==> config.mk <==
export PLATFORM = sky130hd
export DESIGN_NAME = cdtu_datapath
export DESIGN_NICKNAME = d
export VERILOG_FILES = /design/src/sv/cdtu_pkg.sv /design/src/sv/cdtu_datapath.sv
export SDC_FILE = /design/constraint.sdc
export NUM_CORES = 1
export LEC_CHECK = 0
export ABC_AREA = 1
export BUFFER_PORTS_ARGS = -buffer_cell sky130_fd_sc_hd__buf_4
export CAP_MARGIN = 20
export CORE_MARGIN = 3
export CORE_UTILIZATION = 25
export CTS_CLUSTER_DIAMETER = 150
export DETAILED_ROUTE_END_ITERATION = 16
export SLEW_MARGIN = 20
export SYNTH_ARGS = -nofsm -noshare
export SYNTH_HDL_FRONTEND = slang
export SYNTH_SLANG_ARGS = --single-unit
==> constraint.sdc <==
create_clock -name clock -period 2.39 [get_ports clock]
set_input_delay 0.1195 -clock clock [delete_from_list [all_inputs] [get_ports clock]]
set_output_delay 0.1195 -clock clock [all_outputs]
set_load 0.01 [all_outputs]
==> src/sv/cdtu_pkg.sv <==
`default_nettype none

package cdtu_pkg;

   // Default memory address width; the memory holds 2**ADDR_WIDTH bytes.
   localparam int ADDR_WIDTH_DEF = 16;

   // Width of the microprogram counter.
   localparam int UPC_W = 5;

   // Instruction codes of the data transfer group.
   typedef enum logic [3:0] {
      OP_MOV  = 4'd0,
      OP_MVI  = 4'd1,
      OP_LDA  = 4'd2,
      OP_STA  = 4'd3,
      OP_LHLD = 4'd4,
      OP_SHLD = 4'd5,
      OP_STAX = 4'd6,
      OP_XCHG = 4'd7,
      OP_SPHL = 4'd8,
      OP_XTHL = 4'd9,
      OP_PUSH = 4'd10,
      OP_POP  = 4'd11
   } op_type;

   // Register operand codes; code M is the memory byte at HL.
   localparam logic [2:0] REG_B = 3'd0;
   localparam logic [2:0] REG_C = 3'd1;
   localparam logic [2:0] REG_D = 3'd2;
   localparam logic [2:0] REG_E = 3'd3;
   localparam logic [2:0] REG_H = 3'd4;
   localparam logic [2:0] REG_L = 3'd5;
   localparam logic [2:0] REG_M = 3'd6;
   localparam logic [2:0] REG_A = 3'd7;

   // Register pair code that names no pair.
   localparam logic [1:0] PAIR_NONE = 2'd3;

   // Slots of the seven-entry register file.
   localparam int RF_DEPTH = 7;
   localparam logic [2:0] SLOT_H = 3'd4;
   localparam logic [2:0] SLOT_L = 3'd5;
   localparam logic [2:0] SLOT_A = 3'd6;

   // One decoded instruction.
   typedef struct packed {
      logic [3:0]  op;
      logic [2:0]  dst_reg;
      logic [2:0]  src_reg;
      logic [1:0]  pair;
      logic [7:0]  imm;
      logic [15:0] addr;
   } req_type;

   // Architectural state reported after each instruction.
   typedef struct packed {
      logic [7:0]  reg_a;
      logic [7:0]  reg_b;
      logic [7:0]  reg_c;
      logic [7:0]  reg_d;
      logic [7:0]  reg_e;
      logic [7:0]  reg_h;
      logic [7:0]  reg_l;
      logic [15:0] stack_ptr_out;
   } rsp_type;

   // Memory address sources.
   typedef enum logic [2:0] {
      AS_DIRECT,
      AS_DIRECT_P1,
      AS_HL,
      AS_PAIR,
      AS_SP,
      AS_SP_P1,
      AS_SP_M1,
      AS_SP_M2
   } addr_sel_type;

   // Memory write data sources.
   typedef enum logic [2:0] {
      WD_SRC,
      WD_IMM,
      WD_A,
      WD_L,
      WD_H,
      WD_PAIR_HI,
      WD_PAIR_LO
   } wdata_sel_type;

   // Register file write targets.
   typedef enum logic [2:0] {
      RD_DST,
      RD_A,
      RD_L,
      RD_H,
      RD_PAIR_HI,
      RD_PAIR_LO
   } rdst_sel_type;

   // Register file write data sources.
   typedef enum logic [1:0] {
      RS_MEM,
      RS_SRC,
      RS_IMM
   } rsrc_sel_type;

   // Stack pointer operations.
   typedef enum logic [1:0] {
      SP_HOLD,
      SP_LOAD_HL,
      SP_DEC2,
      SP_INC2
   } sp_op_type;

   // Jump conditions.
   typedef enum logic {
      CD_NONE,
      CD_PAIR_BAD
   } cond_type;

   // Sequencer states.
   typedef enum logic [1:0] {
      SEQ_CLEAR,
      SEQ_IDLE,
      SEQ_RUN
   } seq_state_type;

   // One control word of the microprogram.
   typedef struct packed {
      cond_type          cond;
      logic [UPC_W-1:0]  target;
      logic              last;
      logic              mem_rd;
      logic              mem_wr;
      addr_sel_type      addr_sel;
      wdata_sel_type     wdata_sel;
      logic              rf_we;
      rdst_sel_type      rdst_sel;
      rsrc_sel_type      rsrc_sel;
      logic              xchg;
      sp_op_type         sp_op;
   } uword_type;

   // Control from the sequencer to the datapath.
   typedef struct packed {
      logic      clr;
      logic      load;
      uword_type uw;
   } ctrl_type;

   // Status from the datapath to the sequencer.
   typedef struct packed {
      logic clr_last;
      logic pair_bad;
   } status_type;

   // Control word that does nothing.
   localparam uword_type UW_NOP = '{
      cond:      CD_NONE,
      target:    '0,
      last:      1'b0,
      mem_rd:    1'b0,
      mem_wr:    1'b0,
      addr_sel:  AS_DIRECT,
      wdata_sel: WD_SRC,
      rf_we:     1'b0,
      rdst_sel:  RD_DST,
      rsrc_sel:  RS_MEM,
      xchg:      1'b0,
      sp_op:     SP_HOLD
   };

   // Entry points of the microprogram.
   localparam logic [UPC_W-1:0] UA_MOV_RR = 5'd0;
   localparam logic [UPC_W-1:0] UA_MOV_WM = 5'd1;
   localparam logic [UPC_W-1:0] UA_MOV_RM = 5'd2;
   localparam logic [UPC_W-1:0] UA_MVI_R  = 5'd4;
   localparam logic [UPC_W-1:0] UA_MVI_M  = 5'd5;
   localparam logic [UPC_W-1:0] UA_LDA    = 5'd6;
   localparam logic [UPC_W-1:0] UA_STA    = 5'd8;
   localparam logic [UPC_W-1:0] UA_LHLD   = 5'd9;
   localparam logic [UPC_W-1:0] UA_SHLD   = 5'd12;
   localparam logic [UPC_W-1:0] UA_STAX   = 5'd14;
   localparam logic [UPC_W-1:0] UA_XCHG   = 5'd16;
   localparam logic [UPC_W-1:0] UA_SPHL   = 5'd17;
   localparam logic [UPC_W-1:0] UA_XTHL   = 5'd18;
   localparam logic [UPC_W-1:0] UA_PUSH   = 5'd22;
   localparam logic [UPC_W-1:0] UA_POP    = 5'd25;
   localparam logic [UPC_W-1:0] UA_NOP    = 5'd29;

   // Maps a register operand code to its register file slot.
   function automatic logic [2:0] rf_slot(input logic [2:0] code);
      rf_slot = (code == REG_A) ? SLOT_A : code;
   endfunction

   // Dispatch table: picks the microprogram entry for an instruction.
   function automatic logic [UPC_W-1:0] dispatch(input req_type req);
      logic dst_m;
      logic src_m;
      dst_m = (req.dst_reg == REG_M);
      src_m = (req.src_reg == REG_M);
      case (req.op)
         OP_MOV: begin
            if (dst_m && src_m) begin
               dispatch = UA_NOP;
            end else if (dst_m) begin
               dispatch = UA_MOV_WM;
            end else if (src_m) begin
               dispatch = UA_MOV_RM;
            end else begin
               dispatch = UA_MOV_RR;
            end
         end
         OP_MVI:  dispatch = dst_m ? UA_MVI_M : UA_MVI_R;
         OP_LDA:  dispatch = UA_LDA;
         OP_STA:  dispatch = UA_STA;
         OP_LHLD: dispatch = UA_LHLD;
         OP_SHLD: dispatch = UA_SHLD;
         OP_STAX: dispatch = UA_STAX;
         OP_XCHG: dispatch = UA_XCHG;
         OP_SPHL: dispatch = UA_SPHL;
         OP_XTHL: dispatch = UA_XTHL;
         OP_PUSH: dispatch = UA_PUSH;
         OP_POP:  dispatch = UA_POP;
         default: dispatch = UA_NOP;
      endcase
   endfunction

   // The microprogram. A read issued in one step returns its byte in the next.
   function automatic uword_type ucode_rom(input logic [UPC_W-1:0] upc);
      uword_type w;
      w = UW_NOP;
      case (upc)
         // MOV r,r
         5'd0: begin
            w.rf_we = 1'b1; w.rdst_sel = RD_DST; w.rsrc_sel = RS_SRC; w.last = 1'b1;
         end
         // MOV M,r
         5'd1: begin
            w.mem_wr = 1'b1; w.addr_sel = AS_HL; w.wdata_sel = WD_SRC; w.last = 1'b1;
         end
         // MOV r,M
         5'd2: begin
            w.mem_rd = 1'b1; w.addr_sel = AS_HL;
         end
         5'd3: begin
            w.rf_we = 1'b1; w.rdst_sel = RD_DST; w.rsrc_sel = RS_MEM; w.last = 1'b1;
         end
         // MVI r
         5'd4: begin
            w.rf_we = 1'b1; w.rdst_sel = RD_DST; w.rsrc_sel = RS_IMM; w.last = 1'b1;
         end
         // MVI M
         5'd5: begin
            w.mem_wr = 1'b1; w.addr_sel = AS_HL; w.wdata_sel = WD_IMM; w.last = 1'b1;
         end
         // LDA
         5'd6: begin
            w.mem_rd = 1'b1; w.addr_sel = AS_DIRECT;
         end
         5'd7: begin
            w.rf_we = 1'b1; w.rdst_sel = RD_A; w.rsrc_sel = RS_MEM; w.last = 1'b1;
         end
         // STA
         5'd8: begin
            w.mem_wr = 1'b1; w.addr_sel = AS_DIRECT; w.wdata_sel = WD_A; w.last = 1'b1;
         end
         // LHLD
         5'd9: begin
            w.mem_rd = 1'b1; w.addr_sel = AS_DIRECT;
         end
         5'd10: begin
            w.rf_we = 1'b1; w.rdst_sel = RD_L; w.rsrc_sel = RS_MEM;
            w.mem_rd = 1'b1; w.addr_sel = AS_DIRECT_P1;
         end
         5'd11: begin
            w.rf_we = 1'b1; w.rdst_sel = RD_H; w.rsrc_sel = RS_MEM; w.last = 1'b1;
         end
         // SHLD
         5'd12: begin
            w.mem_wr = 1'b1; w.addr_sel = AS_DIRECT; w.wdata_sel = WD_L;
         end
         5'd13: begin
            w.mem_wr = 1'b1; w.addr_sel = AS_DIRECT_P1; w.wdata_sel = WD_H;
            w.last = 1'b1;
         end
         // STAX
         5'd14: begin
            w.cond = CD_PAIR_BAD; w.target = UA_NOP;
         end
         5'd15: begin
            w.mem_wr = 1'b1; w.addr_sel = AS_PAIR; w.wdata_sel = WD_A; w.last = 1'b1;
         end
         // XCHG
         5'd16: begin
            w.xchg = 1'b1; w.last = 1'b1;
         end
         // SPHL
         5'd17: begin
            w.sp_op = SP_LOAD_HL; w.last = 1'b1;
         end
         // XTHL
         5'd18: begin
            w.mem_rd = 1'b1; w.addr_sel = AS_SP;
         end
         5'd19: begin
            w.mem_wr = 1'b1; w.addr_sel = AS_SP; w.wdata_sel = WD_L;
            w.rf_we = 1'b1; w.rdst_sel = RD_L; w.rsrc_sel = RS_MEM;
         end
         5'd20: begin
            w.mem_rd = 1'b1; w.addr_sel = AS_SP_P1;
         end
         5'd21: begin
            w.mem_wr = 1'b1; w.addr_sel = AS_SP_P1; w.wdata_sel = WD_H;
            w.rf_we = 1'b1; w.rdst_sel = RD_H; w.rsrc_sel = RS_MEM; w.last = 1'b1;
         end
         // PUSH
         5'd22: begin
            w.cond = CD_PAIR_BAD; w.target = UA_NOP;
         end
         5'd23: begin
            w.mem_wr = 1'b1; w.addr_sel = AS_SP_M1; w.wdata_sel = WD_PAIR_HI;
         end
         5'd24: begin
            w.mem_wr = 1'b1; w.addr_sel = AS_SP_M2; w.wdata_sel = WD_PAIR_LO;
            w.sp_op = SP_DEC2; w.last = 1'b1;
         end
         // POP
         5'd25: begin
            w.cond = CD_PAIR_BAD; w.target = UA_NOP;
         end
         5'd26: begin
            w.mem_rd = 1'b1; w.addr_sel = AS_SP;
         end
         5'd27: begin
            w.rf_we = 1'b1; w.rdst_sel = RD_PAIR_LO; w.rsrc_sel = RS_MEM;
            w.mem_rd = 1'b1; w.addr_sel = AS_SP_P1;
         end
         5'd28: begin
            w.rf_we = 1'b1; w.rdst_sel = RD_PAIR_HI; w.rsrc_sel = RS_MEM;
            w.sp_op = SP_INC2; w.last = 1'b1;
         end
         // Instruction with no effect
         5'd29: begin
            w.last = 1'b1;
         end
         default: begin
            w.last = 1'b1;
         end
      endcase
      ucode_rom = w;
   endfunction

endpackage

`default_nettype wire

==> src/sv/cdtu_datapath.sv <==
`default_nettype none

module cdtu_datapath
   import cdtu_pkg::*;
#(
   parameter int ADDR_WIDTH = ADDR_WIDTH_DEF
) (
   input  wire logic                  clock,
   input  wire logic                  reset,
   input  wire ctrl_type              ctrl,
   input  wire req_type               req_data,
   input  wire logic [7:0]            mem_rdata,
   output logic                       mem_we,
   output logic      [ADDR_WIDTH-1:0] mem_addr,
   output logic      [7:0]            mem_wdata,
   output status_type                 status,
   output rsp_type                    rsp_data
);

   req_type               req_ff, req_in;
   logic [7:0]            rf_ff [RF_DEPTH];
   logic [7:0]            rf_in [RF_DEPTH];
   logic [15:0]           sp_ff, sp_in;
   logic [ADDR_WIDTH-1:0] clr_cnt_ff, clr_cnt_in;

   logic [1:0]  pair_idx;
   logic [2:0]  hi_slot;
   logic [2:0]  lo_slot;
   logic [2:0]  dst_slot;
   logic [7:0]  src_val;
   logic [15:0] hl_val;
   logic [15:0] pair_val;
   logic [15:0] addr_full;
   logic [7:0]  wd_val;
   logic [2:0]  wr_slot;
   logic [7:0]  wr_val;

   // Operand decode; an unused pair code falls back to BC and is never written.
   assign status.pair_bad = (req_ff.pair == PAIR_NONE);
   assign pair_idx        = status.pair_bad ? 2'd0 : req_ff.pair;
   assign hi_slot         = {pair_idx, 1'b0};
   assign lo_slot         = {pair_idx, 1'b1};
   assign dst_slot        = rf_slot(req_ff.dst_reg);
   assign src_val         = rf_ff[rf_slot(req_ff.src_reg)];
   assign hl_val          = {rf_ff[SLOT_H], rf_ff[SLOT_L]};
   assign pair_val        = {rf_ff[hi_slot], rf_ff[lo_slot]};

   // Memory address select; addresses wrap at the memory size.
   always_comb begin
      case (ctrl.uw.addr_sel)
         AS_DIRECT:    addr_full = req_ff.addr;
         AS_DIRECT_P1: addr_full = req_ff.addr + 16'd1;
         AS_HL:        addr_full = hl_val;
         AS_PAIR:      addr_full = pair_val;
         AS_SP:        addr_full = sp_ff;
         AS_SP_P1:     addr_full = sp_ff + 16'd1;
         AS_SP_M1:     addr_full = sp_ff - 16'd1;
         AS_SP_M2:     addr_full = sp_ff - 16'd2;
         default:      addr_full = sp_ff;
      endcase
   end

   // Memory write data select.
   always_comb begin
      case (ctrl.uw.wdata_sel)
         WD_SRC:     wd_val = src_val;
         WD_IMM:     wd_val = req_ff.imm;
         WD_A:       wd_val = rf_ff[SLOT_A];
         WD_L:       wd_val = rf_ff[SLOT_L];
         WD_H:       wd_val = rf_ff[SLOT_H];
         WD_PAIR_HI: wd_val = rf_ff[hi_slot];
         WD_PAIR_LO: wd_val = rf_ff[lo_slot];
         default:    wd_val = src_val;
      endcase
   end

   // The clearing pass after reset writes zero through the whole memory.
   assign mem_we    = ctrl.clr | ctrl.uw.mem_wr;
   assign mem_addr  = ctrl.clr ? clr_cnt_ff : addr_full[ADDR_WIDTH-1:0];
   assign mem_wdata = ctrl.clr ? 8'd0 : wd_val;

   assign clr_cnt_in      = ctrl.clr ? clr_cnt_ff + ADDR_WIDTH'(1) : clr_cnt_ff;
   assign status.clr_last = &clr_cnt_ff;

   // Register file write target and data.
   always_comb begin
      case (ctrl.uw.rdst_sel)
         RD_DST:     wr_slot = dst_slot;
         RD_A:       wr_slot = SLOT_A;
         RD_L:       wr_slot = SLOT_L;
         RD_H:       wr_slot = SLOT_H;
         RD_PAIR_HI: wr_slot = hi_slot;
         RD_PAIR_LO: wr_slot = lo_slot;
         default:    wr_slot = dst_slot;
      endcase
      case (ctrl.uw.rsrc_sel)
         RS_MEM:  wr_val = mem_rdata;
         RS_SRC:  wr_val = src_val;
         RS_IMM:  wr_val = req_ff.imm;
         default: wr_val = mem_rdata;
      endcase
   end

   // Register file update, including the DE/HL exchange.
   always_comb begin
      rf_in = rf_ff;
      if (ctrl.uw.rf_we) begin
         rf_in[wr_slot] = wr_val;
      end
      if (ctrl.uw.xchg) begin
         rf_in[REG_D] = rf_ff[SLOT_H];
         rf_in[REG_E] = rf_ff[SLOT_L];
         rf_in[SLOT_H] = rf_ff[REG_D];
         rf_in[SLOT_L] = rf_ff[REG_E];
      end
   end

   // Stack pointer update.
   always_comb begin
      case (ctrl.uw.sp_op)
         SP_HOLD:    sp_in = sp_ff;
         SP_LOAD_HL: sp_in = hl_val;
         SP_DEC2:    sp_in = sp_ff - 16'd2;
         SP_INC2:    sp_in = sp_ff + 16'd2;
         default:    sp_in = sp_ff;
      endcase
   end

   // Instruction register is loaded on each accepted transfer.
   assign req_in = ctrl.load ? req_data : req_ff;

   always_ff @(posedge clock) begin
      req_ff <= req_in;
   end

   always_ff @(posedge clock) begin
      if (reset) begin
         rf_ff      <= '{default: '0};
         sp_ff      <= '0;
         clr_cnt_ff <= '0;
      end else begin
         rf_ff      <= rf_in;
         sp_ff      <= sp_in;
         clr_cnt_ff <= clr_cnt_in;
      end
   end

   // Result transfer reports the architectural registers.
   assign rsp_data.reg_a         = rf_ff[SLOT_A];
   assign rsp_data.reg_b         = rf_ff[REG_B];
   assign rsp_data.reg_c         = rf_ff[REG_C];
   assign rsp_data.reg_d         = rf_ff[REG_D];
   assign rsp_data.reg_e         = rf_ff[REG_E];
   assign rsp_data.reg_h         = rf_ff[SLOT_H];
   assign rsp_data.reg_l         = rf_ff[SLOT_L];
   assign rsp_data.stack_ptr_out = sp_ff;

endmodule

`default_nettype wire

; After elaboration in Yosys (flattened, before gate mapping)
; Cells that the tools add are included.
[op_classes]
reduce_logical = 5
n_bitwise = 5
multipliers = 0
eq_ne = 26
add_sub_neg = 6
n_shift = 0
n_div = 0
n_mux = 24
n_lt_le_gt_ge = 5
[ops]
columns = cell, n
row1 = $pmux W16 S8, 1
row2 = $bmux W8 S3, 3
row3 = $mux W8, 8
row4 = $bwmux W56, 1
row5 = $add A16 B1 Y16 const B, 3
row6 = $pmux W16 S3, 1
row7 = $pmux W8 S6, 1
row8 = $mux W40, 1
row9 = $eq A3 B3 Y1 const B, 11
row10 = $mux W32, 1
row11 = $demux W8 S3, 1
row12 = $eq A3 B2 Y1 const B, 6
row13 = $add A16 B2 Y16 const B, 1
row14 = $ge A4 B4 Y1 const B, 4
row15 = $mux W16, 1
row16 = $not A3 Y4, 4
row17 = $pmux W8 S2, 1
row18 = $reduce_and A16 Y1, 1
row19 = $sub A16 B1 Y16 const B, 1
row20 = $sub A16 B2 Y16 const B, 1
row21 = $pmux W3 S5, 1
row22 = $eq A3 B1 Y1 const B, 3
row23 = $eq A2 B2 Y1 const B, 4
row24 = $mux W3, 2
row25 = 8 further kinds, 9
[totals]
latch_bits = 0
word_cells = 85
input_bits = 72
regBits = 120
output_inout_bits = 99
rom_bits = 0
ramBits = 0
memories = 0

; Longest topological paths before layout
[depth]
word_depth = 11
mapped_depth = 18
ltp_nobuf = 17

; Worst setup path after synthesis
; No wires, ideal clock.
[synth_timing]
path_type = reg2out
from = register sp_ff[1]
to = output mem_addr[4]
setup_slack_ps = 453
arrival_time_ps = 1817
path_stages_with_launch = 14
t_required_ps = 2271
cell_sequence = dfxtp_1 > nand4_1 > nand2_1 > inv_1 > ha_1 > inv_1 > nand2_1 > nand3_1 > o21ai_0 > a21oi_1 > o21ai_0 > nand2_1 > inv_1 > o22ai_1
[synth_between]
elab_chain_len = 3
word_cells_on_any_way = 5
cone_classes = 3 x add/sub / 2 x mux
[synth_rtl]
columns = item, line
row1 = "start, declared", cdtu_datapath.sv:23  ; logic [15:0] sp_ff, sp_in;
row2 = "start signal, assigned", cdtu_datapath.sv:143  ; sp_ff <= sp_in;
row3 = "$sub A16 B2 Y16, or another cell as far along", cdtu_datapath.sv:58  ; AS_SP_M2: addr_full = sp_ff - 16'd2;
row4 = $pmux W16 S8 (*), cdtu_datapath.sv:50  ; case (ctrl.uw.addr_sel)
row5 = $mux W16 (*), cdtu_datapath.sv:79  ; assign mem_addr = ctrl.clr ? clr_cnt_ff : addr_full[ADDR_WIDTH-1:0];
row6 = "end, declared", cdtu_datapath.sv:14  ; output logic [ADDR_WIDTH-1:0] mem_addr,
; Mark *: on every way between the ends. The rest lies on a longest branch, timed or not.

; Worst setup path in the final report
[layout_timing]
from = register sp_ff[3]
to = output mem_addr[6]
; Same word-level chain as after synthesis.

==> results.md <==
* Pin count of the biggest net entering global routing at 46
* Final Slew Violations at 0
* Final setup viols at 5
* Crit-path slowest cell: dfxtp_4
* Clock period minus worst slack at between 2 and 2.5 ns
* IO buf count at about 160
* Layout area overhead at 37.6%
* Switching share of power at 36.1%
* Post-Synth Simple-Gate Area at 30.1%
* Reg2reg end: sp_ff[13]
* Final core occ at between 30% and 40%
* Dpl cell area at 10800 um2
* VDD IR-drop max at 0.513 mV
* Post-synthesis sequential area ratio at 30.5%
* Setup slack at placement at 0.174 ns
* Net Switching at 0.00245 W
* Htree depth at 4
* Core area at roughly 35000 um2
* Top post-synthesis cells by area: dfxtp_1, nand2_1, edfxtp_1
* Setup TNS at -0.0638 ns
* Post-synth top cells: nand2_1, inv_1, a21oi_1
* WL/cell at 19.6 um
* Root buffer cell: clkbuf_16
* Worst EP arrival at 2.29 ns
* Detailed Route Iter0 Violations at 1150
* Fin. Hold Viols at 0
* Status: finished, violations left
* Vias in the first global route at 10200
* Syn Std Cell Area at 8930 um2
* Final wirelength at 40300 um
* CTS tree: done
* Max cap viols at 0
* Die width at 195 um
* Die Y at roughly 190 um
* Worst Slack Setup Final at -0.0231 ns
* Ports at 171
* Worst setup path startpoint: sp_ff[3]
* Post-synth EDFFs at 32
* Synthesized area per cell at 6.49 um2
* Worst reg2reg path depth at 10
* Largest stage delay on the critical path at 0.41 ns
* Clk_lat worst skew at 0.43 ns
* Slew margin rel. at 53.8%
* Reg2reg start: sp_ff[2]
* P_int at 0.00434 W
* Max Fclk at 414 MHz
* Layout cells sized above 1 at 24.7%
* Mapped Cells at between 1000 and 1500
* Drc violations at 0
* DR pass1 iterations at 8
* RSZ-0062 raised after global routing: yes
* Power Dens Cells at 553 nW/um2
* CP startpoint kind: register
* Ant diodes at 0
* Delay-heaviest family, CP: simple AND/OR/NAND/NOR gates
* Synth Area in Adders at 1.12%
* CP endpoint: mem_addr[6]
* Via-to-Cell Ratio at 5.26
* CP max FO at 11
* Gp weighted congestion at 1.02
* Tightest Pin Transition at 0.691 ns
* Post-Syn Nets at 1455
* Most used cell, CP: nand2_1
* Proportion of synthesized area in mux cells at 0%
* CP required at between 2 and 2.5 ns
* Via count at around 11000
* Async S/R FF share, synth at 0%
* XOR/XNOR Fraction of Synth Area at 2.55%
* Crit Path Category: reg -> out
* Power share of the sequential group at 34.9%
* Compound-Gate Fraction of Synth Area at 24.9%
* Largest family of logic cells by synthesized area: simple AND/OR/NAND/NOR gates
* Synthesis Warnings at 0
* Final period utilization at 101%
* Site Rows at between 60 and 70
* First-pass GRT wire length at 59200 um
* Die area at 38000 um2
* Final ANT Viol Nets at 0
* Worst R2R Setup Slack at 0.35 ns
* CTS clk-pin slew, worst paths at 0.06 ns
* Logic pwr share at about 28%
* Most frequent cell after synthesis: nand2_1
* Initial antenna violation count at 1
* Yosys top cell area share at 19.7%
* Hold slack at slightly above 0.07 ns
* Final #Nets at 1664
* Final Cell Area at 12300 um2
* Stages on the worst setup path at 12
* Clk_skew at between 0.01 and 0.015 ns
* Power share of the clock group at 36.7%
* Top FF cell, synth: dfxtp_1
* Crit path cell chain: nor2_4, nand2_2, nor2_2, buf_4, xor2_1, nand2_1, o2111ai_2, nor2_1, nand2_1, nand2_1, o21ai_2, buf_4
* Violated checks: setup timing
* Worst min path class: in -> reg
* Synth Register Bits at 120
* Critical Path Sink Type: output port
* Cell taking the most area after synthesis: dfxtp_1
* CTS Buf Count at 17
* Netlist cell types at 48
* Static leakage at 4.99 nW
* GRT Overall Usage at 20.0%
* Total gr overflow at 0
* Initial Util at about 26%
* Post-DP HPWL at 30600 um
* WHS Path Cells at 3
* Maximum clock path buffer count at 2
* Clock sinks at 120
* WP buf/inv at 2
tightest hold or removal path: stages:
cell and delay [ns]:
buf_4 0.18, nand2_1 0.08, a31oi_1 0.07
registers in the layout, indices dropped and copies added (netlist names):
name,count
clr_cnt_ff,16
rsp_data,56
sp_ff,16
req_ff,32
per-layer routing:
metal | up-vias | global-route usage (%) | routed length (um)
met1 | 5059 | 26.0 | 16800
met4 | 0 | 7.08 | 1410
li1 | 5121 | - | -
met2 | 527 | 33.3 | 19000
met5 | - | 0 | 0
met3 | 86 | 3.85 | 3070
layout make-up:
type,instances,area [um2]
Sequential cell,120,2740
Clock inverter,13,92.6
Inverter,177,672
Fill cell,3749,22600
Clock buffer,19,454
Multi-Input combinational cell,1014,5660
Tap cell,455,569
Timing Repair Buffer,254,2090
per-stage QoR:
stage	power, W	cells
6_report	0.00679	2052
3_5_place_dp	0.00407	1972
2_1_floorplan	0.00332	1375
4_1_cts	0.00665	2042
5_1_grt	0.00706	2052
3_3_place_gp	0.00406	1972
cells in the final DEF, fill, tap and decap left out, types with 5 or more instances in the layout:
cell             n
buf_4          213
inv_2           15
nor3_1          23
nand3_1         99
o21ai_0         90
o22ai_1         40
a41oi_1          5
ha_1             5
nor2_2          16
nor4_1           6
edfxtp_1        32
clkbuf_16       21
o21ai_2         13
inv_1          159
xor2_1          18
a31oi_1         12
dfxtp_2          5
dfxtp_1         79
dlygate4sd3_1   32
nand2_2         18
a21oi_1        116
nand2_1        302
nor2_1          81
o21ai_1         10
o211ai_1        46
a221oi_1        11
nor2_4          10
nand4_1         11
nand3_2          7
a41oi_2          5
or2_2            7
or2_1            7
xor2_2           5
logic make-up after synthesis:
kind of cell	after synthesis
and+or+nand+nor	606
AOI/OAI and AO/OA	374
buffers and inverters	241
DFF	120
xor gates and xnor gates	26
adders and majority gates	8
power by group through the flow:
stage	Sequential (W)	Clock, W	Combinational [W]
floorplan	0.00235	0	0.000971
global placement	0.00239	0	0.00167
detailed placement	0.00239	0	0.00167
CTS	0.00235	0.00251	0.00179
global route	0.00238	0.00260	0.00209
finish	0.00237	0.00249	0.00193
how the worst min path moves through the flow:
stage            startpoint           end  slack [ns]
6_report            ctrl[2]  rsp_data[18]        0.07
5_1_grt             ctrl[2]  rsp_data[18]        0.07
4_1_cts             ctrl[2]  rsp_data[19]        0.06
3_5_place_dp   req_data[26]    req_ff[26]        0.30
3_3_place_gp    req_data[9]     req_ff[9]        0.30
2_1_floorplan   req_data[0]     req_ff[0]        0.22
what timing repair did:
action | in CTS | in global routing
resized for setup | 67 | 76
setup endpoints to repair | 23 | 24
setup buffers | 6 | 7
hold buffers | 32 | 0
pin swaps | 13 | 28
gates cloned | 0 | 3
hold endpoints to repair | 32 | 0
Power figures use the tool's default switching activity.
