$ cat src/sv/cdtu_pkg.sv
`default_nettype none

package cdtu_pkg;

   // Default memory address width; the memory holds 2**ADDR_WIDTH bytes.
   localparam int ADDR_WIDTH_DEF = 16;

   // Width of the microprogram counter.
   localparam int UPC_W = 5;

   // Instruction codes of the data transfer group.
   typedef enum logic [3:0] {
      OP_MOV  = 4'd0,
      OP_MVI  = 4'd1,
      OP_LDA  = 4'd2,
      OP_STA  = 4'd3,
      OP_LHLD = 4'd4,
      OP_SHLD = 4'd5,
      OP_STAX = 4'd6,
      OP_XCHG = 4'd7,
      OP_SPHL = 4'd8,
      OP_XTHL = 4'd9,
      OP_PUSH = 4'd10,
      OP_POP  = 4'd11
   } op_type;

   // Register operand codes; code M is the memory byte at HL.
   localparam logic [2:0] REG_B = 3'd0;
   localparam logic [2:0] REG_C = 3'd1;
   localparam logic [2:0] REG_D = 3'd2;
   localparam logic [2:0] REG_E = 3'd3;
   localparam logic [2:0] REG_H = 3'd4;
   localparam logic [2:0] REG_L = 3'd5;
   localparam logic [2:0] REG_M = 3'd6;
   localparam logic [2:0] REG_A = 3'd7;

   // Register pair code that names no pair.
   localparam logic [1:0] PAIR_NONE = 2'd3;

   // Slots of the seven-entry register file.
   localparam int RF_DEPTH = 7;
   localparam logic [2:0] SLOT_H = 3'd4;
   localparam logic [2:0] SLOT_L = 3'd5;
   localparam logic [2:0] SLOT_A = 3'd6;

   // One decoded instruction.
   typedef struct packed {
      logic [3:0]  op;
      logic [2:0]  dst_reg;
      logic [2:0]  src_reg;
      logic [1:0]  pair;
      logic [7:0]  imm;
      logic [15:0] addr;
   } req_type;

   // Architectural state reported after each instruction.
   typedef struct packed {
      logic [7:0]  reg_a;
      logic [7:0]  reg_b;
      logic [7:0]  reg_c;
      logic [7:0]  reg_d;
      logic [7:0]  reg_e;
      logic [7:0]  reg_h;
      logic [7:0]  reg_l;
      logic [15:0] stack_ptr_out;
   } rsp_type;

   // Memory address sources.
   typedef enum logic [2:0] {
      AS_DIRECT,
      AS_DIRECT_P1,
      AS_HL,
      AS_PAIR,
      AS_SP,
      AS_SP_P1,
      AS_SP_M1,
      AS_SP_M2
   } addr_sel_type;

   // Memory write data sources.
   typedef enum logic [2:0] {
      WD_SRC,
      WD_IMM,
      WD_A,
      WD_L,
      WD_H,
      WD_PAIR_HI,
      WD_PAIR_LO
   } wdata_sel_type;

   // Register file write targets.
   typedef enum logic [2:0] {
      RD_DST,
      RD_A,
      RD_L,
      RD_H,
      RD_PAIR_HI,
      RD_PAIR_LO
   } rdst_sel_type;

   // Register file write data sources.
   typedef enum logic [1:0] {
      RS_MEM,
      RS_SRC,
      RS_IMM
   } rsrc_sel_type;

   // Stack pointer operations.
   typedef enum logic [1:0] {
      SP_HOLD,
      SP_LOAD_HL,
      SP_DEC2,
      SP_INC2
   } sp_op_type;

   // Jump conditions.
   typedef enum logic {
      CD_NONE,
      CD_PAIR_BAD
   } cond_type;

   // Sequencer states.
   typedef enum logic [1:0] {
      SEQ_CLEAR,
      SEQ_IDLE,
      SEQ_RUN
   } seq_state_type;

   // One control word of the microprogram.
   typedef struct packed {
      cond_type          cond;
      logic [UPC_W-1:0]  target;
      logic              last;
      logic              mem_rd;
      logic              mem_wr;
      addr_sel_type      addr_sel;
      wdata_sel_type     wdata_sel;
      logic              rf_we;
      rdst_sel_type      rdst_sel;
      rsrc_sel_type      rsrc_sel;
      logic              xchg;
      sp_op_type         sp_op;
   } uword_type;

   // Control from the sequencer to the datapath.
   typedef struct packed {
      logic      clr;
      logic      load;
      uword_type uw;
   } ctrl_type;

   // Status from the datapath to the sequencer.
   typedef struct packed {
      logic clr_last;
      logic pair_bad;
   } status_type;

   // Control word that does nothing.
   localparam uword_type UW_NOP = '{
      cond:      CD_NONE,
      target:    '0,
      last:      1'b0,
      mem_rd:    1'b0,
      mem_wr:    1'b0,
      addr_sel:  AS_DIRECT,
      wdata_sel: WD_SRC,
      rf_we:     1'b0,
      rdst_sel:  RD_DST,
      rsrc_sel:  RS_MEM,
      xchg:      1'b0,
      sp_op:     SP_HOLD
   };

   // Entry points of the microprogram.
   localparam logic [UPC_W-1:0] UA_MOV_RR = 5'd0;
   localparam logic [UPC_W-1:0] UA_MOV_WM = 5'd1;
   localparam logic [UPC_W-1:0] UA_MOV_RM = 5'd2;
   localparam logic [UPC_W-1:0] UA_MVI_R  = 5'd4;
   localparam logic [UPC_W-1:0] UA_MVI_M  = 5'd5;
   localparam logic [UPC_W-1:0] UA_LDA    = 5'd6;
   localparam logic [UPC_W-1:0] UA_STA    = 5'd8;
   localparam logic [UPC_W-1:0] UA_LHLD   = 5'd9;
   localparam logic [UPC_W-1:0] UA_SHLD   = 5'd12;
   localparam logic [UPC_W-1:0] UA_STAX   = 5'd14;
   localparam logic [UPC_W-1:0] UA_XCHG   = 5'd16;
   localparam logic [UPC_W-1:0] UA_SPHL   = 5'd17;
   localparam logic [UPC_W-1:0] UA_XTHL   = 5'd18;
   localparam logic [UPC_W-1:0] UA_PUSH   = 5'd22;
   localparam logic [UPC_W-1:0] UA_POP    = 5'd25;
   localparam logic [UPC_W-1:0] UA_NOP    = 5'd29;

   // Maps a register operand code to its register file slot.
   function automatic logic [2:0] rf_slot(input logic [2:0] code);
      rf_slot = (code == REG_A) ? SLOT_A : code;
   endfunction

   // Dispatch table: picks the microprogram entry for an instruction.
   function automatic logic [UPC_W-1:0] dispatch(input req_type req);
      logic dst_m;
      logic src_m;
      dst_m = (req.dst_reg == REG_M);
      src_m = (req.src_reg == REG_M);
      case (req.op)
         OP_MOV: begin
            if (dst_m && src_m) begin
               dispatch = UA_NOP;
            end else if (dst_m) begin
               dispatch = UA_MOV_WM;
            end else if (src_m) begin
               dispatch = UA_MOV_RM;
            end else begin
               dispatch = UA_MOV_RR;
            end
         end
         OP_MVI:  dispatch = dst_m ? UA_MVI_M : UA_MVI_R;
         OP_LDA:  dispatch = UA_LDA;
         OP_STA:  dispatch = UA_STA;
         OP_LHLD: dispatch = UA_LHLD;
         OP_SHLD: dispatch = UA_SHLD;
         OP_STAX: dispatch = UA_STAX;
         OP_XCHG: dispatch = UA_XCHG;
         OP_SPHL: dispatch = UA_SPHL;
         OP_XTHL: dispatch = UA_XTHL;
         OP_PUSH: dispatch = UA_PUSH;
         OP_POP:  dispatch = UA_POP;
         default: dispatch = UA_NOP;
      endcase
   endfunction

   // The microprogram. A read issued in one step returns its byte in the next.
   function automatic uword_type ucode_rom(input logic [UPC_W-1:0] upc);
      uword_type w;
      w = UW_NOP;
      case (upc)
         // MOV r,r
         5'd0: begin
            w.rf_we = 1'b1; w.rdst_sel = RD_DST; w.rsrc_sel = RS_SRC; w.last = 1'b1;
         end
         // MOV M,r
         5'd1: begin
            w.mem_wr = 1'b1; w.addr_sel = AS_HL; w.wdata_sel = WD_SRC; w.last = 1'b1;
         end
         // MOV r,M
         5'd2: begin
            w.mem_rd = 1'b1; w.addr_sel = AS_HL;
         end
         5'd3: begin
            w.rf_we = 1'b1; w.rdst_sel = RD_DST; w.rsrc_sel = RS_MEM; w.last = 1'b1;
         end
         // MVI r
         5'd4: begin
            w.rf_we = 1'b1; w.rdst_sel = RD_DST; w.rsrc_sel = RS_IMM; w.last = 1'b1;
         end
         // MVI M
         5'd5: begin
            w.mem_wr = 1'b1; w.addr_sel = AS_HL; w.wdata_sel = WD_IMM; w.last = 1'b1;
         end
         // LDA
         5'd6: begin
            w.mem_rd = 1'b1; w.addr_sel = AS_DIRECT;
         end
         5'd7: begin
            w.rf_we = 1'b1; w.rdst_sel = RD_A; w.rsrc_sel = RS_MEM; w.last = 1'b1;
         end
         // STA
         5'd8: begin
            w.mem_wr = 1'b1; w.addr_sel = AS_DIRECT; w.wdata_sel = WD_A; w.last = 1'b1;
         end
         // LHLD
         5'd9: begin
            w.mem_rd = 1'b1; w.addr_sel = AS_DIRECT;
         end
         5'd10: begin
            w.rf_we = 1'b1; w.rdst_sel = RD_L; w.rsrc_sel = RS_MEM;
            w.mem_rd = 1'b1; w.addr_sel = AS_DIRECT_P1;
         end
         5'd11: begin
            w.rf_we = 1'b1; w.rdst_sel = RD_H; w.rsrc_sel = RS_MEM; w.last = 1'b1;
         end
         // SHLD
         5'd12: begin
            w.mem_wr = 1'b1; w.addr_sel = AS_DIRECT; w.wdata_sel = WD_L;
         end
         5'd13: begin
            w.mem_wr = 1'b1; w.addr_sel = AS_DIRECT_P1; w.wdata_sel = WD_H;
            w.last = 1'b1;
         end
         // STAX
         5'd14: begin
            w.cond = CD_PAIR_BAD; w.target = UA_NOP;
         end
         5'd15: begin
            w.mem_wr = 1'b1; w.addr_sel = AS_PAIR; w.wdata_sel = WD_A; w.last = 1'b1;
         end
         // XCHG
         5'd16: begin
            w.xchg = 1'b1; w.last = 1'b1;
         end
         // SPHL
         5'd17: begin
            w.sp_op = SP_LOAD_HL; w.last = 1'b1;
         end
         // XTHL
         5'd18: begin
            w.mem_rd = 1'b1; w.addr_sel = AS_SP;
         end
         5'd19: begin
            w.mem_wr = 1'b1; w.addr_sel = AS_SP; w.wdata_sel = WD_L;
            w.rf_we = 1'b1; w.rdst_sel = RD_L; w.rsrc_sel = RS_MEM;
         end
         5'd20: begin
            w.mem_rd = 1'b1; w.addr_sel = AS_SP_P1;
         end
         5'd21: begin
            w.mem_wr = 1'b1; w.addr_sel = AS_SP_P1; w.wdata_sel = WD_H;
            w.rf_we = 1'b1; w.rdst_sel = RD_H; w.rsrc_sel = RS_MEM; w.last = 1'b1;
         end
         // PUSH
         5'd22: begin
            w.cond = CD_PAIR_BAD; w.target = UA_NOP;
         end
         5'd23: begin
            w.mem_wr = 1'b1; w.addr_sel = AS_SP_M1; w.wdata_sel = WD_PAIR_HI;
         end
         5'd24: begin
            w.mem_wr = 1'b1; w.addr_sel = AS_SP_M2; w.wdata_sel = WD_PAIR_LO;
            w.sp_op = SP_DEC2; w.last = 1'b1;
         end
         // POP
         5'd25: begin
            w.cond = CD_PAIR_BAD; w.target = UA_NOP;
         end
         5'd26: begin
            w.mem_rd = 1'b1; w.addr_sel = AS_SP;
         end
         5'd27: begin
            w.rf_we = 1'b1; w.rdst_sel = RD_PAIR_LO; w.rsrc_sel = RS_MEM;
            w.mem_rd = 1'b1; w.addr_sel = AS_SP_P1;
         end
         5'd28: begin
            w.rf_we = 1'b1; w.rdst_sel = RD_PAIR_HI; w.rsrc_sel = RS_MEM;
            w.sp_op = SP_INC2; w.last = 1'b1;
         end
         // Instruction with no effect
         5'd29: begin
            w.last = 1'b1;
         end
         default: begin
            w.last = 1'b1;
         end
      endcase
      ucode_rom = w;
   endfunction

endpackage

`default_nettype wire

$ cat src/sv/cdtu_sequencer.sv
`default_nettype none

module cdtu_sequencer
   import cdtu_pkg::*;
(
   input  wire logic       clock,
   input  wire logic       reset,
   input  wire logic       start,
   input  wire req_type    req_data,
   input  wire status_type status,
   output logic            busy,
   output logic            rsp_strobe,
   output ctrl_type        ctrl
);

   seq_state_type    state_ff, state_in;
   logic [UPC_W-1:0] upc_ff, upc_in;
   logic             done_ff, done_in;
   uword_type        uw;
   logic             take_jump;

   // Current control word from the microprogram.
   assign uw        = ucode_rom(upc_ff);
   assign take_jump = (uw.cond == CD_PAIR_BAD) && status.pair_bad;

   // Next state.
   always_comb begin
      state_in = state_ff;
      case (state_ff)
         SEQ_CLEAR: begin
            if (status.clr_last) begin
               state_in = SEQ_IDLE;
            end
         end
         SEQ_IDLE: begin
            if (start) begin
               state_in = SEQ_RUN;
            end
         end
         SEQ_RUN: begin
            if (uw.last) begin
               state_in = SEQ_IDLE;
            end
         end
         default: begin
            state_in = SEQ_CLEAR;
         end
      endcase
   end

   // Outputs, step counter and completion strobe.
   always_comb begin
      busy      = 1'b1;
      ctrl.clr  = 1'b0;
      ctrl.load = 1'b0;
      ctrl.uw   = UW_NOP;
      upc_in    = upc_ff;
      done_in   = 1'b0;
      case (state_ff)
         SEQ_CLEAR: begin
            ctrl.clr = 1'b1;
         end
         SEQ_IDLE: begin
            busy = 1'b0;
            if (start) begin
               ctrl.load = 1'b1;
               upc_in    = dispatch(req_data);
            end
         end
         SEQ_RUN: begin
            ctrl.uw = uw;
            upc_in  = take_jump ? uw.target : upc_ff + UPC_W'(1);
            done_in = uw.last;
         end
         default: begin
            busy = 1'b1;
         end
      endcase
   end

   always_ff @(posedge clock) begin
      if (reset) begin
         state_ff <= SEQ_CLEAR;
         upc_ff   <= '0;
         done_ff  <= 1'b0;
      end else begin
         state_ff <= state_in;
         upc_ff   <= upc_in;
         done_ff  <= done_in;
      end
   end

   assign rsp_strobe = done_ff;

endmodule

`default_nettype wire

$ cat config.mk
export PLATFORM = sky130hd
export DESIGN_NAME = cdtu_sequencer
export DESIGN_NICKNAME = d
export VERILOG_FILES = /design/src/sv/cdtu_pkg.sv /design/src/sv/cdtu_sequencer.sv
export SDC_FILE = /design/constraint.sdc
export NUM_CORES = 1
export LEC_CHECK = 0
export ABC_AREA = 1
export BUFFER_PORTS_ARGS = -buffer_cell sky130_fd_sc_hd__buf_4
export CAP_MARGIN = 0
export CORE_ASPECT_RATIO = 1.5
export CORE_UTILIZATION = 33
export CTS_CLUSTER_SIZE = 25
export DETAILED_ROUTE_END_ITERATION = 6
export SLEW_MARGIN = 10
export SYNTH_ARGS = -nofsm -noshare
export SYNTH_HDL_FRONTEND = slang
export SYNTH_SLANG_ARGS = --single-unit
$ cat constraint.sdc
create_clock -name clock -period 3.1 [get_ports clock]
set_input_delay 0.465 -clock clock [delete_from_list [all_inputs] [get_ports clock]]
set_output_delay 0.465 -clock clock [all_outputs]
set_load 0.05 [all_outputs]
# Word level (Yosys, flattened, before mapping)
# Index checks and enable logic that the tools add are counted.
# Widths: inputs -> output; s select.
[classes]
add_sub_neg = 1
n_eq_ne = 46
n_mux = 26
bitwise = 1
n_reduce_logical = 22
[ops]
columns = ["cell", "count"]
rows = [
  ["$eq 5x5->1 const B", 13],
  ["$pmux 5 s12", 1],
  ["$pmux 6 s8", 1],
  ["$eq 5x4->1 const B", 8],
  ["$mux 24", 1],
  ["$pmux 3 s7", 1],
  ["$eq 5x3->1 const B", 4],
  ["$pmux 3 s6", 1],
  ["$eq 4x3->1 const B", 4],
  ["$eq 4x4->1 const B", 4],
  ["$mux 5", 3],
  ["$reduce_or 14->1", 1],
  ["$reduce_or 2->1", 7],
  ["$pmux 2 s3", 2],
  ["$reduce_or 3->1", 4],
  ["$eq 5x2->1 const B", 2],
  ["$mux 2", 5],
  ["$pmux 5 s2", 1],
  ["$reduce_or 10->1", 1],
  ["$mux 1", 9],
  ["$eq 4x2->1 const B", 2],
  ["$reduce_or 8->1", 1],
  ["$eq 3x3->1 const B", 2],
  ["$mux 6", 1],
  ["14 further kinds", 17],
]
[word_totals]
ff_bits = 8
in_bits = 41
out_inout_bits = 28
elab_cells = 99

# Depth between registers and ports, before layout
# Gate-level depths: netlist (run 1).
[depth]
depth_word = 7
ltp_mapped = 13
ltp_nobuf = 13

# Worst setup path before layout (run 1)
# Ideal clock, no wire load.
[synth_timing]
path_kind = "reg2out"
from = "register upc_ff[0]"
to = "output ctrl[12] (netlist bit)"
arrival_ns = 1.907
required_time_ns = 2.635
setup_slack_ns = 0.728
stages_incl_launch_ff = 8
path_buffers = 0
cell_sequence = "dfxtp_1 -> ha_1 -> nand3_1 -> a21oi_1 -> inv_1 -> nand2_1 -> nor3_1 -> a21oi_1"
[synth_rtl]
columns = ["element", "line", "text"]
rows = [
  ["start: declaration", "cdtu_sequencer.sv:17", "logic [UPC_W-1:0] upc_ff, upc_in;"],
  ["start signal: assignment", "cdtu_sequencer.sv:88", "upc_ff <= upc_in;"],
  ["end: declaration", "cdtu_sequencer.sv:13", "output ctrl_type ctrl"],
]

==> reports/qor.txt, run 1 <==
Slew Limit Headroom: 56.1%
DRC viols: 0
P_leak: 0.778 nW
CP max FO: 6
layout cells sized above 1: 28.6%
Hold Buf Count CTS: 0
number of synthesized flops with an enable pin: 0
Clock Sinks: 8
Max Freq: 412 MHz
number of synthesized register bits: 8
critical path required time: 2.63 ns
syn_area_per_cell: 5.66 um^2
largest family of logic cells by synthesized area: simple AND/OR/NAND/NOR gates
Final Hold Fails: 0
Hold/Removal Path Class: in -> reg
clk buf depth: 2
RSZ-0062 raised after global routing: false
P per Cell Area: 345 nW/um^2
area grow syn2layout: 29.8%
dpl ws: 0.953 ns
antenna violations before repair: 0
vias in the first global route: 1268
syn_nets: 245
setup_tns: 0 ns
WP data arrival: 1.96 ns
HP Start: reset
Synth area leaders: nand2_1 15%, dfxtp_1 14%, inv_1 9.7%
Crit. End Element: output port
Rows: 25
status: completed
Final ANT Viol Nets: 0
die width: 49.7 um
Post-Synthesis Cell Area: 1130 um^2
routed vias: 1293
Worst Tran Pin Value: 0.657 ns
sequential cell area: 160 um^2
fin. max-slew vios: 0
wire length of the first global-routing pass: 5.03 mm
diode count: 0
Setup Viol. Count Final: 0
Synth top area share: 14.7%
Synth Area in XOR/XNOR: 0.778%
largest net degree at the start of global routing: 22
Clock Skew: 0.00194 ns
clk slew on worst S/H paths: 0.04 ns
Total GRT Usage: 17.5%
Syn. warnings: 0
I/O Pins: 69
RePlAce Congestion: 0.899
crit path from: upc_ff[1]$_SDFFE_PP0P_
Yosys cell types: 31
Starting Density: 35.3%
HPWL after detailed placement: 2.40 mm
Mapped Cells: 199
port buffer count: 41
Remaining Overflow, GRT: 0
FILL cells: 366
DRT iter0 DRCs: 21
Nets: 282
Placed Area: 1420 um^2
peak supply drop: 245 uV
die area: 3650 um^2
Crit Path Category: reg -> out
synthesized-area fraction occupied by adder cells: 5.56%
H-tree depth: 1
vias per cell: 4.72
CP Launch Type: flip-flop
area leader, netlist: nand2_1
drt pass-1 iters: 4
most frequently used flop master after synthesis: dfxtp_1
Multi-input gate area: 774 um^2
Die Span Y: 73.5 um
post-synthesis sequential area ratio: 14.2%
wire length per cell: 10.8 um
TritonCTS clock tree: yes
final cycle utilization of the critical path: 78.3%
Clock Root Buffer: clkbuf_8
max-cap violations: 0
Compound-Gate Fraction of Synth Area: 14.8%
Resized Gates After CTS: 0
Final min period: 2.43 ns
Reg-to-Reg Start: state_ff[0]$_SDFFE_PP0P_
Final WS setup: 0.673 ns
fin util: 45.8%
total CTS buffers: 3
core area: 3190 um^2
tightest hold margin: 0.416 ns
Simple-Gate Fraction of Synth Area: 47.3%
Post-Route WL: 2.96 mm
post-synthesis mux area share: 0%
Setup Buffers After CTS: 0
post-synthesis async set-or-reset flop share: 0%
Layout Cell Area excl Fill: 1460 um^2
Worst-Skew Late Latency: 0.23 ns
metrics by stage:
stage               std cells  total power [W]
global placement          271         0.000380
detailed placement        271         0.000380
floorplan                 199         0.000320
CTS                       274         0.000508
finish                    274         0.000504
global route              274         0.000542
synthesized netlist by cell type (2+ instances only):
master	n
nor2_2	5
nand2_2	6
dfxtp_1	8
a31oi_1	3
inv_1	29
nand3_2	2
nand2_1	44
o21ai_0	6
nor2_1	23
nand3b_1	2
buf_4	5
inv_2	5
buf_2	3
ha_1	5
o211ai_1	2
nor3_1	11
nor2_4	2
nand4_1	2
a21oi_1	11
nand3_1	14
final timing paths:
path	endpoint	slack, ns	depth (start not counted)
max	ctrl[12]	0.67	8
min	state_ff[1]$_SDFFE_PP0P_	0.42	2
max reg2reg	upc_ff[1]$_SDFFE_PP0P_	1.24	7
min reg2reg	state_ff[0]$_SDFFE_PP0P_	0.57	2
area by class of cell:
| class | count | share of cell area, % |
|---|---|---|
| Inverter | 34 | 8.73 |
| Sequential cell | 8 | 11.0 |
| Tap cell | 40 | 3.42 |
| Multi-Input combinational cell | 148 | 53.0 |
| Timing Repair Buffer | 41 | 21.1 |
| Clock buffer | 3 | 2.83 |
worst max-delay path, stage by stage, from the launching register on:
cell	delay, ns
dfxtp_1	0.40
ha_1	0.33
nand3_1	0.16
a21oi_1	0.29
inv_1	0.07
nand2_1	0.08
nor3_1	0.05
a21oi_1	0.13
buf_4	0.22
registers in the layout, indices dropped and copies added, names as in the netlist:
register and flops:
upc_ff 5, rsp_strobe 1, state_ff 2
per-layer routing:
metal / vias up / track usage (%) / part of all wire [%]
met3: 6 / 1.86 / 2.0
met5: - / 0 / 0
met4: 0 / 8.57 / 1.7
met2: 27 / 34.7 / 56
met1: 555 / 17.6 / 41
li1: 705 / - / -
layout by cell type (no fill, tap or decap), drive strengths merged, types with 2 or more instances in the layout:
master | synthesis | final
o21ai | 7 | 7
a31oi | 3 | 3
nand3 | 16 | 16
ha | 5 | 5
inv | 34 | 34
dfxtp | 8 | 8
nand4 | 2 | 2
nand3b | 2 | 2
nor3 | 11 | 11
nand2 | 51 | 51
o211ai | 2 | 2
a21oi | 12 | 12
nor2 | 30 | 30
buf | 9 | 41
clkbuf | 0 | 3
power by group:
group	switching [W]	total, W	internal, W	leakage [nW]
combinational	0.000157	0.000236	0.0000789	0.691
sequential	0.0000265	0.000143	0.000116	0.0657
clock	0.0000415	0.000126	0.0000842	0.0216
logic make-up after synthesis:
group                      count (synthesis)
other                                      1
adders and majority gates                  5
xor gates and xnor gates                   1
and+or+nand+nor                          113
DFF                                        8
AOI/OAI and AO/OA                         28
buffers and inverters                     43
Power figures use the tool's default switching activity.
==> run 2: changes to the inputs <==
Settings changed: PLACE_DENSITY from default to 0.67.
Clock period 3.1 ns to 2 ns, I/O delays scaled along.
==> run 2 against run 1 <==
  * Worst hold slack got worse by 0.17 ns
  * Core utilization rose by 10 points
  * Power rose by 76%
  * Wire length is 6.6% higher
  * Largest power group unchanged
  * Combinational power rose by 99%
==> reports/qor.txt, run 2 (synthesized netlist as in run 1, its figures left out) <==
core area: 3190 um^2 (unchanged)
worst hold stages: 2 (unchanged)
H-tree depth: 1 (unchanged)
worst path bufs/invs: 3 (+1)
Post-Route WL: 3.16 mm (+6.6%)
largest net degree at the start of global routing: 11 (-50%)
area grow syn2layout: 58.4%
Worst-Skew Late Latency: 0.23 ns (about the same)
Crit Path Category: reg -> out
clk slew on worst S/H paths: 0.04 ns (about the same)
Rows: 25 (unchanged)
Final min period: 1.99 ns
TritonCTS clock tree: yes
fin. max-slew vios: 0 (unchanged)
total CTS buffers: 3 (unchanged)
FILL cells: 331 (-9.6%)
Total GRT Usage: 18.0% (+0.47 points)
port buffer count: 41 (unchanged)
Clock Sinks: 8 (unchanged)
Worst Reg-to-Reg Cells: 12 (+5)
final cycle utilization of the critical path: 99.3%
antenna violations before repair: 0 (unchanged)
vias per cell: 4.81 (+1.9%)
HPWL after detailed placement: 2.50 mm (+4.0%)
Levels on crit path: 7 (-1)
DRC viols: 0 (unchanged)
critical path required time: 1.70 ns (-0.93 ns)
Worst path max stage delay: 0.38 ns (-0.02 ns)
diode count: 0 (unchanged)
Die Span Y: 73.5 um (unchanged)
status: completed
Crit. End Element: output port
die area: 3650 um^2 (unchanged)
Final ANT Viol Nets: 0 (unchanged)
Max Freq: 504 MHz
drt pass-1 iters: 4 (unchanged)
wire length of the first global-routing pass: 5.14 mm (+2.2%)
I/O Pins: 69 (unchanged)
CP cell instances: ha_2, nand3_1, buf_4, inv_1, o21ai_0, a31oi_1, buf_4
Clock Root Buffer: clkbuf_8
Starting Density: 35.3% (unchanged)
die width: 49.7 um (unchanged)
CP max FO: 4 (-2)
vias in the first global route: 1273 (+0.39%)
Layout Cell Area excl Fill: 1780 um^2 (+22%)
RSZ-0062 raised after global routing: true
most frequent cells in the layout: 47 x buf_4, 42 x nand2_1, 23 x inv_1, 18 x nor2_1, 13 x nand3_1
CP max-delay cell: dfxtp_4
layout cells sized above 1: 46.6% (+18 points)
clk buf depth: 2 (unchanged)
CP delay by family, top: buffers and inverters
max-cap violations: 0 (unchanged)
Placed Area: 1550 um^2 (+9.2%)
P_leak: 0.873 nW (+12%)
Setup Viol. Count Final: 0 (unchanged)
DRT iter0 DRCs: 20 (-4.8%)
WP data arrival: 1.69 ns (-0.27 ns)
peak supply drop: 347 uV (+41%)
Hold/Removal Path Class: in -> reg
Final Hold Fails: 0 (unchanged)
CP Launch Type: flip-flop
Top reg by flops: upc_ff
RePlAce Congestion: 0.968 (+7.7%)
Remaining Overflow, GRT: 0 (unchanged)
Nets: 299 (+6.0%)
routed vias: 1400 (+8.3%)
most common cell after layout, fill and taps aside: buf_4
Hold Buf Count CTS: 0 (unchanged)
wire length per cell: 10.8 um (+0.33%)
setup_tns: 0 ns (unchanged)
P per Cell Area: 497 nW/um^2 (+44%)
most used cell, CP: buf_4
max reg flops: 5 (unchanged)
fin util: 55.9% (+10 points)
Clock Skew: 0.00172 ns (-0.000221 ns)
==> run 2: changes by cell type in the layout (fill, tap and decap cells not counted), moves of 4 or more <==
cell / previous run / this run
buf_6: 0 / 6
dfxtp_1: 8 / 3
a21oi_2: 1 / 5
buf_4: 41 / 47
nor2_1: 23 / 18
a21oi_1: 11 / 7
ha_1: 5 / 0
buf_8: 0 / 5
inv_1: 29 / 23
==> run 2: repair_timing <==
item                                    in CTS  in global routing
setup buffers                                3                  1
endpoints found under the setup margin      14                 14
pin swaps                                    2                  2
gates resized for setup                     32                 17
==> run 2: layout make-up <==
| class | count | area (um^2) | share of cell area (%) |
|---|---|---|---|
| Clock buffer | 3 | 41.3 | 2.31 |
| Inverter | 34 | 136 | 7.64 |
| Tap cell | 40 | 50.0 | 2.81 |
| Sequential cell | 8 | 171 | 9.61 |
| Multi-Input combinational cell | 148 | 890 | 49.9 |
| Timing Repair Buffer | 58 | 495 | 27.8 |
==> run 2: path summary, 6_finish.rpt <==
kind / slack, ns / from / endpoint
worst max-delay path: 0.01 / upc_ff[0]$_SDFFE_PP0P_ / ctrl[8]
worst min-delay path: 0.25 / reset / state_ff[1]$_SDFFE_PP0P_
worst max register to register: 0.42 / upc_ff[1]$_SDFFE_PP0P_ / state_ff[0]$_SDFFE_PP0P_
worst min register to register: 0.58 / state_ff[0]$_SDFFE_PP0P_ / state_ff[0]$_SDFFE_PP0P_
==> run 2: power by group <==
group	total (W)	leakage, nW	internal, W	switching, W
Clock	0.000196	0.0216	0.000131	0.0000656
Combinational	0.000470	0.784	0.000183	0.000287
Sequential	0.000221	0.0682	0.000184	0.0000373
==> run 2: per-stage QoR <==
step	power (W)	std cells	worst slack, ns	hold slack (ns)
global placement	0.000625	284	0.0902	0.487
CTS	0.000861	290	0.00735	0.250
floorplan	0.000504	199	-0.151	0.369
detailed placement	0.000627	284	0.0899	0.488
finish	0.000888	291	0.0142	0.251
global route	0.000947	291	-0.0787	0.259
==> run 2: routing by layer <==
layer  GRT usage (%)  up-vias  share of wire (%)
li1                -      739                  -
met1            19.1      604                 39
met2            33.8       42                 53
met3            1.45       15                3.2
met4            10.8        0                4.6
met5               0        -                  0
